<file path="src/rtl/ota_pkg.sv">
// ----------------------------------------------------------------------------
// ota_pkg: shared types and constants of the owner-tagged slot allocator
// Defines the channel words, the action codes and the request token that
// travels along the row of slot cells.
// ----------------------------------------------------------------------------
package ota_pkg;

	// Sizing of the slot table.
	localparam int SLOTS      = 64;
	localparam int OWNER_BITS = 16;
	localparam int SLOT_BITS  = (SLOTS > 1) ? $clog2(SLOTS) : 1;

	// Fixed widths of the channel fields.
	localparam int ACTION_W   = 2;
	localparam int OWNER_ID_W = 16;
	localparam int SLOT_IDX_W = 6;
	localparam int GRANT_W    = 6;

	// Cell index width wide enough for both the slot number and the request index.
	localparam int CMP_W    = (SLOT_BITS > SLOT_IDX_W) ? SLOT_BITS : SLOT_IDX_W;
	// Number of owner_id bits that survive into the stored tag.
	localparam int OWN_CUT  = (OWNER_BITS < OWNER_ID_W) ? OWNER_BITS : OWNER_ID_W;

	// Request codes.
	typedef enum logic [ACTION_W-1:0] {
		ACT_ALLOC      = 2'd0,
		ACT_FREE_SLOT  = 2'd1,
		ACT_FREE_OWNER = 2'd2
	} action_t;

	// Status codes.
	localparam logic STATUS_DONE = 1'b0;
	localparam logic STATUS_FULL = 1'b1;

	typedef logic [OWNER_BITS-1:0] owner_t;
	typedef logic [CMP_W-1:0]      cell_idx_t;

	// Input word.
	typedef struct packed {
		logic [ACTION_W-1:0]   action;
		logic [OWNER_ID_W-1:0] owner_id;
		logic [SLOT_IDX_W-1:0] slot_index;
	} in_word_t;

	// Output word.
	typedef struct packed {
		logic               status;
		logic [GRANT_W-1:0] granted_slot;
	} out_word_t;

	// Request token handed from cell to cell.
	typedef struct packed {
		logic                  valid;
		logic [ACTION_W-1:0]   action;
		owner_t                owner;
		logic [SLOT_IDX_W-1:0] slot_index;
		logic                  granted;
		logic [GRANT_W-1:0]    grant_slot;
	} tok_t;

	// Cut or extend an owner_id to the stored tag width.
	function automatic owner_t to_owner(input logic [OWNER_ID_W-1:0] id);
		owner_t r;
		r = '0;
		r[OWN_CUT-1:0] = id[OWN_CUT-1:0];
		return r;
	endfunction

endpackage

</file>
<file path="src/rtl/ota_cell.sv">
// ----------------------------------------------------------------------------
// ota_cell: one slot of the allocator
// Holds the busy bit and owner tag of one slot, acts on the request token as
// it passes, and hands the token to the next cell in the following cycle.
// ----------------------------------------------------------------------------
module ota_cell (
	input  logic              clk,
	input  logic              arst_n,
	input  ota_pkg::cell_idx_t cell_index,
	input  ota_pkg::tok_t     tok_in,
	output ota_pkg::tok_t     tok_out
);
	import ota_pkg::*;

	logic      busy_q;
	owner_t    owner_q;
	tok_t      tok_q;
	logic      hit_alloc;
	logic      hit_slot;
	logic      hit_owner;
	cell_idx_t req_index;

	// Decode what the passing request means for this slot.
	always_comb begin
		req_index = CMP_W'(tok_in.slot_index);
		hit_alloc = tok_in.valid && (tok_in.action == ACT_ALLOC) && !tok_in.granted
			&& !busy_q;
		hit_slot  = tok_in.valid && (tok_in.action == ACT_FREE_SLOT)
			&& (req_index == cell_index);
		hit_owner = tok_in.valid && (tok_in.action == ACT_FREE_OWNER) && busy_q
			&& (owner_q == tok_in.owner);
	end

	// Slot state and the token register toward the next cell.
	always_ff @(posedge clk or negedge arst_n) begin
		if (!arst_n) begin
			busy_q <= 1'b0;
			tok_q  <= '0;
		end else begin
			if (hit_alloc) begin
				busy_q <= 1'b1;
			end else if (hit_slot || hit_owner) begin
				busy_q <= 1'b0;
			end
			tok_q.valid      <= tok_in.valid;
			tok_q.action     <= tok_in.action;
			tok_q.owner      <= tok_in.owner;
			tok_q.slot_index <= tok_in.slot_index;
			if (hit_alloc) begin
				tok_q.granted    <= 1'b1;
				tok_q.grant_slot <= cell_index[GRANT_W-1:0];
			end else begin
				tok_q.granted    <= tok_in.granted;
				tok_q.grant_slot <= tok_in.grant_slot;
			end
		end
	end

	// The owner tag carries no reset; it is written on a grant.
	always_ff @(posedge clk) begin
		if (hit_alloc) begin
			owner_q <= tok_in.owner;
		end
	end

	assign tok_out = tok_q;

endmodule

</file>
<file path="src/rtl/owner_tagged_slot_allocator.sv">
// ----------------------------------------------------------------------------
// owner_tagged_slot_allocator: first-free slot allocator with owner tags
// A row of slot cells that a request word walks through one cell per cycle.
// ----------------------------------------------------------------------------
// Each request word enters the first slot cell and moves one cell per clock
// along the row of SLOTS cells; each cell frees or grants its own slot as the
// word passes, so an allocate takes the lowest free slot. The result is
// registered at the output after the word has passed the whole cell row. One
// request is in the row at a time; the next word is taken once the previous
// result has left the row, even while that result still waits at the output.
// A result that leaves the row while an older one is still stalled at the
// output is parked, and the input stays stalled until it moves up. Busy bits
// clear at reset, so the block accepts words right after reset.
module owner_tagged_slot_allocator (
	input  logic              clk,
	input  logic              arst_n,
	input  logic              in_valid,
	output logic              in_stall,
	input  ota_pkg::in_word_t in_word,
	output logic              out_valid,
	input  logic              out_stall,
	output ota_pkg::out_word_t out_word
);
	import ota_pkg::*;

	tok_t      chain [SLOTS+1];
	cell_idx_t idx_c [SLOTS];
	logic [SLOTS:0] chain_valid;
	tok_t      head_tok;

	logic      in_flight_q;
	logic      out_valid_q;
	out_word_t out_q;
	logic      pend_valid_q;
	out_word_t pend_q;

	logic      in_accept;
	logic      out_take;
	logic      exit_valid;
	out_word_t exit_word;

	assign in_stall  = in_flight_q;
	assign in_accept = in_valid && !in_flight_q;
	assign out_take  = out_valid_q && !out_stall;

	// Build the request token at the head of the row.
	always_comb begin
		head_tok.valid      = in_accept;
		head_tok.action     = in_word.action;
		head_tok.owner      = to_owner(in_word.owner_id);
		head_tok.slot_index = in_word.slot_index;
		head_tok.granted    = 1'b0;
		head_tok.grant_slot = '0;
	end

	assign chain[0] = head_tok;

	// The row of slot cells.
	for (genvar g = 0; g < SLOTS; g++) begin : g_cell
		assign idx_c[g] = CMP_W'(g);
		ota_cell u_cell (
			.clk        (clk),
			.arst_n     (arst_n),
			.cell_index (idx_c[g]),
			.tok_in     (chain[g]),
			.tok_out    (chain[g+1])
		);
	end

	for (genvar v = 0; v <= SLOTS; v++) begin : g_vld
		assign chain_valid[v] = chain[v].valid;
	end

	// Result of the token leaving the last cell.
	always_comb begin
		exit_valid = chain[SLOTS].valid;
		exit_word.status = ((chain[SLOTS].action == ACT_ALLOC) && !chain[SLOTS].granted)
			? STATUS_FULL : STATUS_DONE;
		exit_word.granted_slot = chain[SLOTS].grant_slot;
	end

	// Control: in-flight flag, output register and one pending result.
	always_ff @(posedge clk or negedge arst_n) begin
		if (!arst_n) begin
			in_flight_q  <= 1'b0;
			out_valid_q  <= 1'b0;
			pend_valid_q <= 1'b0;
		end else begin
			if (in_accept) begin
				in_flight_q <= 1'b1;
			end else if (exit_valid && (!out_valid_q || out_take)) begin
				in_flight_q <= 1'b0;
			end else if (pend_valid_q && out_take) begin
				in_flight_q <= 1'b0;
			end

			if (exit_valid && !(!out_valid_q || out_take)) begin
				pend_valid_q <= 1'b1;
			end else if (out_take) begin
				pend_valid_q <= 1'b0;
			end

			if (exit_valid || pend_valid_q) begin
				if (!out_valid_q || out_take) begin
					out_valid_q <= 1'b1;
				end
			end else if (out_take) begin
				out_valid_q <= 1'b0;
			end
		end
	end

	// Output and pending payload.
	always_ff @(posedge clk) begin
		if (exit_valid) begin
			if (!out_valid_q || out_take) begin
				out_q <= exit_word;
			end else begin
				pend_q <= exit_word;
			end
		end else if (pend_valid_q && out_take) begin
			out_q <= pend_q;
		end
	end

	assign out_valid = out_valid_q;
	assign out_word  = out_q;

`ifndef SYNTH
	// At most one request token is ever in the row.
	a_one_token: assert property (@(posedge clk) disable iff (!arst_n)
		$countones(chain_valid) <= 1)
		else $error("more than one request token in the cell row");

	// A token leaving the row belongs to an accepted request.
	a_exit_owned: assert property (@(posedge clk) disable iff (!arst_n)
		exit_valid |-> in_flight_q)
		else $error("token left the row with no request in flight");

	// A pending result only exists behind a full output register.
	a_pend_behind_out: assert property (@(posedge clk) disable iff (!arst_n)
		pend_valid_q |-> out_valid_q)
		else $error("pending result without an output result");

	// No token can arrive while a pending result still waits.
	a_no_exit_on_pend: assert property (@(posedge clk) disable iff (!arst_n)
		pend_valid_q |-> !exit_valid)
		else $error("token left the row while a result was pending");
`endif

endmodule
</file>
<file path="config.mk">
export PLATFORM = sky130hd
export DESIGN_NAME = owner_tagged_slot_allocator
export DESIGN_NICKNAME = d
export VERILOG_FILES = /design/src/rtl/ota_pkg.sv /design/src/rtl/ota_cell.sv /design/src/rtl/owner_tagged_slot_allocator.sv
export SDC_FILE = /design/constraint.sdc
export NUM_CORES = 2
export LEC_CHECK = 0
export ABC_AREA = 1
export BUFFER_PORTS_ARGS = -buffer_cell sky130_fd_sc_hd__buf_2
export CAP_MARGIN = 20
export CORE_MARGIN = 2
export CORE_UTILIZATION = 41
export DETAILED_ROUTE_END_ITERATION = 7
export GPL_TIMING_DRIVEN = 0
export PLACE_DENSITY = 0.55
export SYNTH_ARGS = -nofsm -noshare
export SYNTH_HDL_FRONTEND = slang
export SYNTH_HIERARCHICAL = 1
export SYNTH_SLANG_ARGS = --single-unit
</file>
<file path="constraint.sdc">
create_clock -name clk -period 2.25 [get_ports clk]
set_clock_uncertainty 0.15 [all_clocks]
set_input_delay 0.225 -clock clk [delete_from_list [all_inputs] [get_ports clk]]
set_output_delay 0.225 -clock clk [all_outputs]
set_load 0.02 [all_outputs]
</file>
==> PnR_summary.wiki <==
{| class="wikitable"
! Metric !! Value
|-
| Number of levels the H-tree was split into || 5
|-
| Final wirelength || 209000 um
|-
| Endpoint type of the worst setup path || flip-flop
|-
| TritonCTS buffer count || ~330
|-
| Fin crit period || between 2000 and 2500 ps
|-
| Count of fill cells added during filler insertion || 25300
|-
| Number of global-route vias before repair || between 70000 and 80000
|-
| Slew at the pin closest to its max-slew limit || 969 ps
|-
| Most used cells in the layout excluding fill and tap cells || 3096 x nand2_1, 2093 x dfrtp_1, 1797 x inv_1
|-
| Proportion of layout cells with a drive suffix above 1 || 9.70%
|-
| HPWL after DPL || about 140000 um
|-
| Type of the tightest min-delay check || in2async
|-
| Number of standard-cell rows in the floorplan || 197
|-
| Post-synthesis cell area || roughly 0.12 mm^2
|-
| Number of max-slew violations in the final report || 0
|-
| Sort of element at the start of the critical path || input pin
|-
| Post-CTS Setup Repair Bufs || 0
|-
| Area of the placeable core || 0.287 mm^2
|-
| PD cells || between 800 and 900 mW/mm^2
|-
| Detail-routed net length per standard cell || about 13 um
|-
| Worst slew slack as a fraction of its limit || between 30% and 40%
|-
| Worst ir drop on vdd || 0.000628 V
|-
| CTS tree || built
|-
| Final setup viols || 0
|-
| Cell-internal power || 96.2 mW
|-
| Yosys synthesis warning count || 6
|-
| DR vias || 68000
|-
| Count of routing violations after the opening detailed-route iteration || 3852
|-
| DIE AREA || 0.293 mm^2
|-
| Worst-path maximum fanout || 18
|-
| Violated checks || negative hold slack
|-
| Beginning of the worst register-to-register path || in_stall
|-
| Global-route wire length before repair || 352000 um
|-
| Initial core utilization || 41.1%
|-
| Unrepaired setup endpoints after global routing || no
|-
| Leak || 65.2 nW
|-
| Synthesis-to-layout area growth || 16.7%
|-
| Max capacitance violation total || 0
|-
| Mean area per synthesized cell || approximately 11 um^2
|-
| Clk network pwr share || 46.6%
|-
| Routed vias/inst || 4.31
|-
| Run status || finished with violations
|-
| Sequential cell fraction of total power || 50.5%
|-
| Horiz. Die Dim || 541 um
|-
| Global-route usage over all layers || 14.5%
|-
| First-pass iteration count of the detailed router || 5
|-
| Most frequent standard cell in the layout excluding fill and tap cells || nand2_1
|-
| Maximum number of pins on one net before global-route repair || 172
|-
| Total Nets Final || 11700
|-
| Antenna violation net count after detailed routing || 0
|-
| Synthesized instance count || 10700
|-
| I/O pin cnt || 37
|-
| Combinational cell fraction of total power || 2.9%
|-
| Root buf cell || clkbuf_16
|-
| Overall power consumption || 122 mW
|-
| TritonCTS sink count || 3131
|-
| Number of buffers added on ports || 36
|-
| Vertical extent of the die || 541 um
|-
| Top achievable clock speed || 465 MHz
|-
| Clock latency on the worst-skew pair || ~900 ps
|-
| RD Place Congestion || roughly 0.76
|-
| Critical path data arrival time || between 2000 and 3000 ps
|-
| Switching Power || 26.1 mW
|-
| Critical Path RT || 2620 ps
|-
| Final count of hold timing violations || 743
|-
| Switching share of total power || 21.3%
|-
| Initial antenna violation count || 3
|-
| Global route overflow || 0
|-
| Number of buffers on the longest clock path || 4
|-
| Minimum hold slack || -882 ps
|-
| Final period utilization || 95.6%
|-
| Launching instance or port of the critical path || in_valid
|-
| Residual DRC count || 0
|-
| Path type of the worst setup path || in2reg
|-
| Clock-pin transition on the worst setup and hold timing paths || ~60 ps
|}
==> critical path, stage by stage <==
cell and delay (ps):
dlygate4sd3_1 520, buf_2 90, dlygate4sd3_1 530, inv_1 50, nor2_2 140, buf_8 200, nand3_2 140, inv_1 580
==> registers in the layout (all words and copies together) (netlist names) <==
register,cells
g_cell.u_cell/tok_out,2026
g_cell.u_cell/owner_q,1024
g_cell.u_cell/busy_q,64
out_word,7
pend_q,7
in_stall,1
out_valid,1
pend_valid_q,1
==> power by group through the flow <==
stage / clock (mW) / sequential [mW] / combinational, mW
6_report: 57.0 / 61.8 / 3.57
5_1_grt: 61.1 / 62.0 / 4.23
4_1_cts: 58.7 / 61.8 / 3.55
3_5_place_dp: 0 / 62.9 / 3.41
3_3_place_gp: 0 / 63.0 / 2.97
2_1_floorplan: 0 / 62.3 / 2.18
==> final timing paths <==
path | slack, ps | depth (start not counted) | end
worst min register to register | 190 | 0 | g_cell[49].u_cell/tok_out[10]
min in group clk | 190 | 0 | g_cell[49].u_cell/tok_out[10]
worst max-delay path | 100 | 8 | g_cell[0].u_cell/owner_q[13]
max in group asynchronous | 440 | 6 | g_cell[55].u_cell/tok_out[11]
worst max register to register | 150 | 4 | g_cell[0].u_cell/owner_q[13]
worst min-delay path | -880 | 1 | g_cell[15].u_cell/tok_out[27]
==> routing by layer <==
layer / GRT usage, % / part of all wire (%) / vias to the layer above / routed length [um]
met1: 18.6 / 44 / 32700 / 92400
met5: 0 / 0 / - / 0
met3: 1.95 / 2.7 / 367 / 5720
met4: 4.35 / 2.5 / 0 / 5290
li1: - / - / 34300 / -
met2: 25.4 / 50 / 644 / 105000
==> what timing repair did <==
item,in CTS,in global routing
resized for setup,1,0
setup endpoints to repair,296,276
hold endpoints to repair,794,784
hold buffers,52,3
cloned,5,2
==> through the flow <==
stage / setup slack, ps / cell area, um^2 / setup TNS, ps / std cells / util (%)
finish: 99.0 / 138000 / 0 / 15800 / 48.0
global route: 22.0 / 138000 / 0 / 15800 / 48.0
CTS: 31.6 / 138000 / 0 / 15800 / 48.0
detailed placement: -2160 / 125000 / -909910 / 15100 / 43.6
global placement: -46310 / 125000 / - / 15100 / 43.5
floorplan: 504 / 120000 / 0 / 11200 / -
==> cell type report <==
type | count | area (um^2) | area share, %
Antenna cell | 1 | 2.50 | 0.00181
Multi-Input combinational cell | 6251 | 29100 | 21.1
Sequential cell | 3131 | 83500 | 60.6
Buffer | 65 | 732 | 0.531
Clock buffer | 488 | 9750 | 7.07
Tap cell | 3781 | 4730 | 3.43
Inverter | 1798 | 6750 | 4.90
Timing Repair Buffer | 112 | 1360 | 0.983
Clock inverter | 131 | 1960 | 1.42
Power figures use the tool's default switching activity.
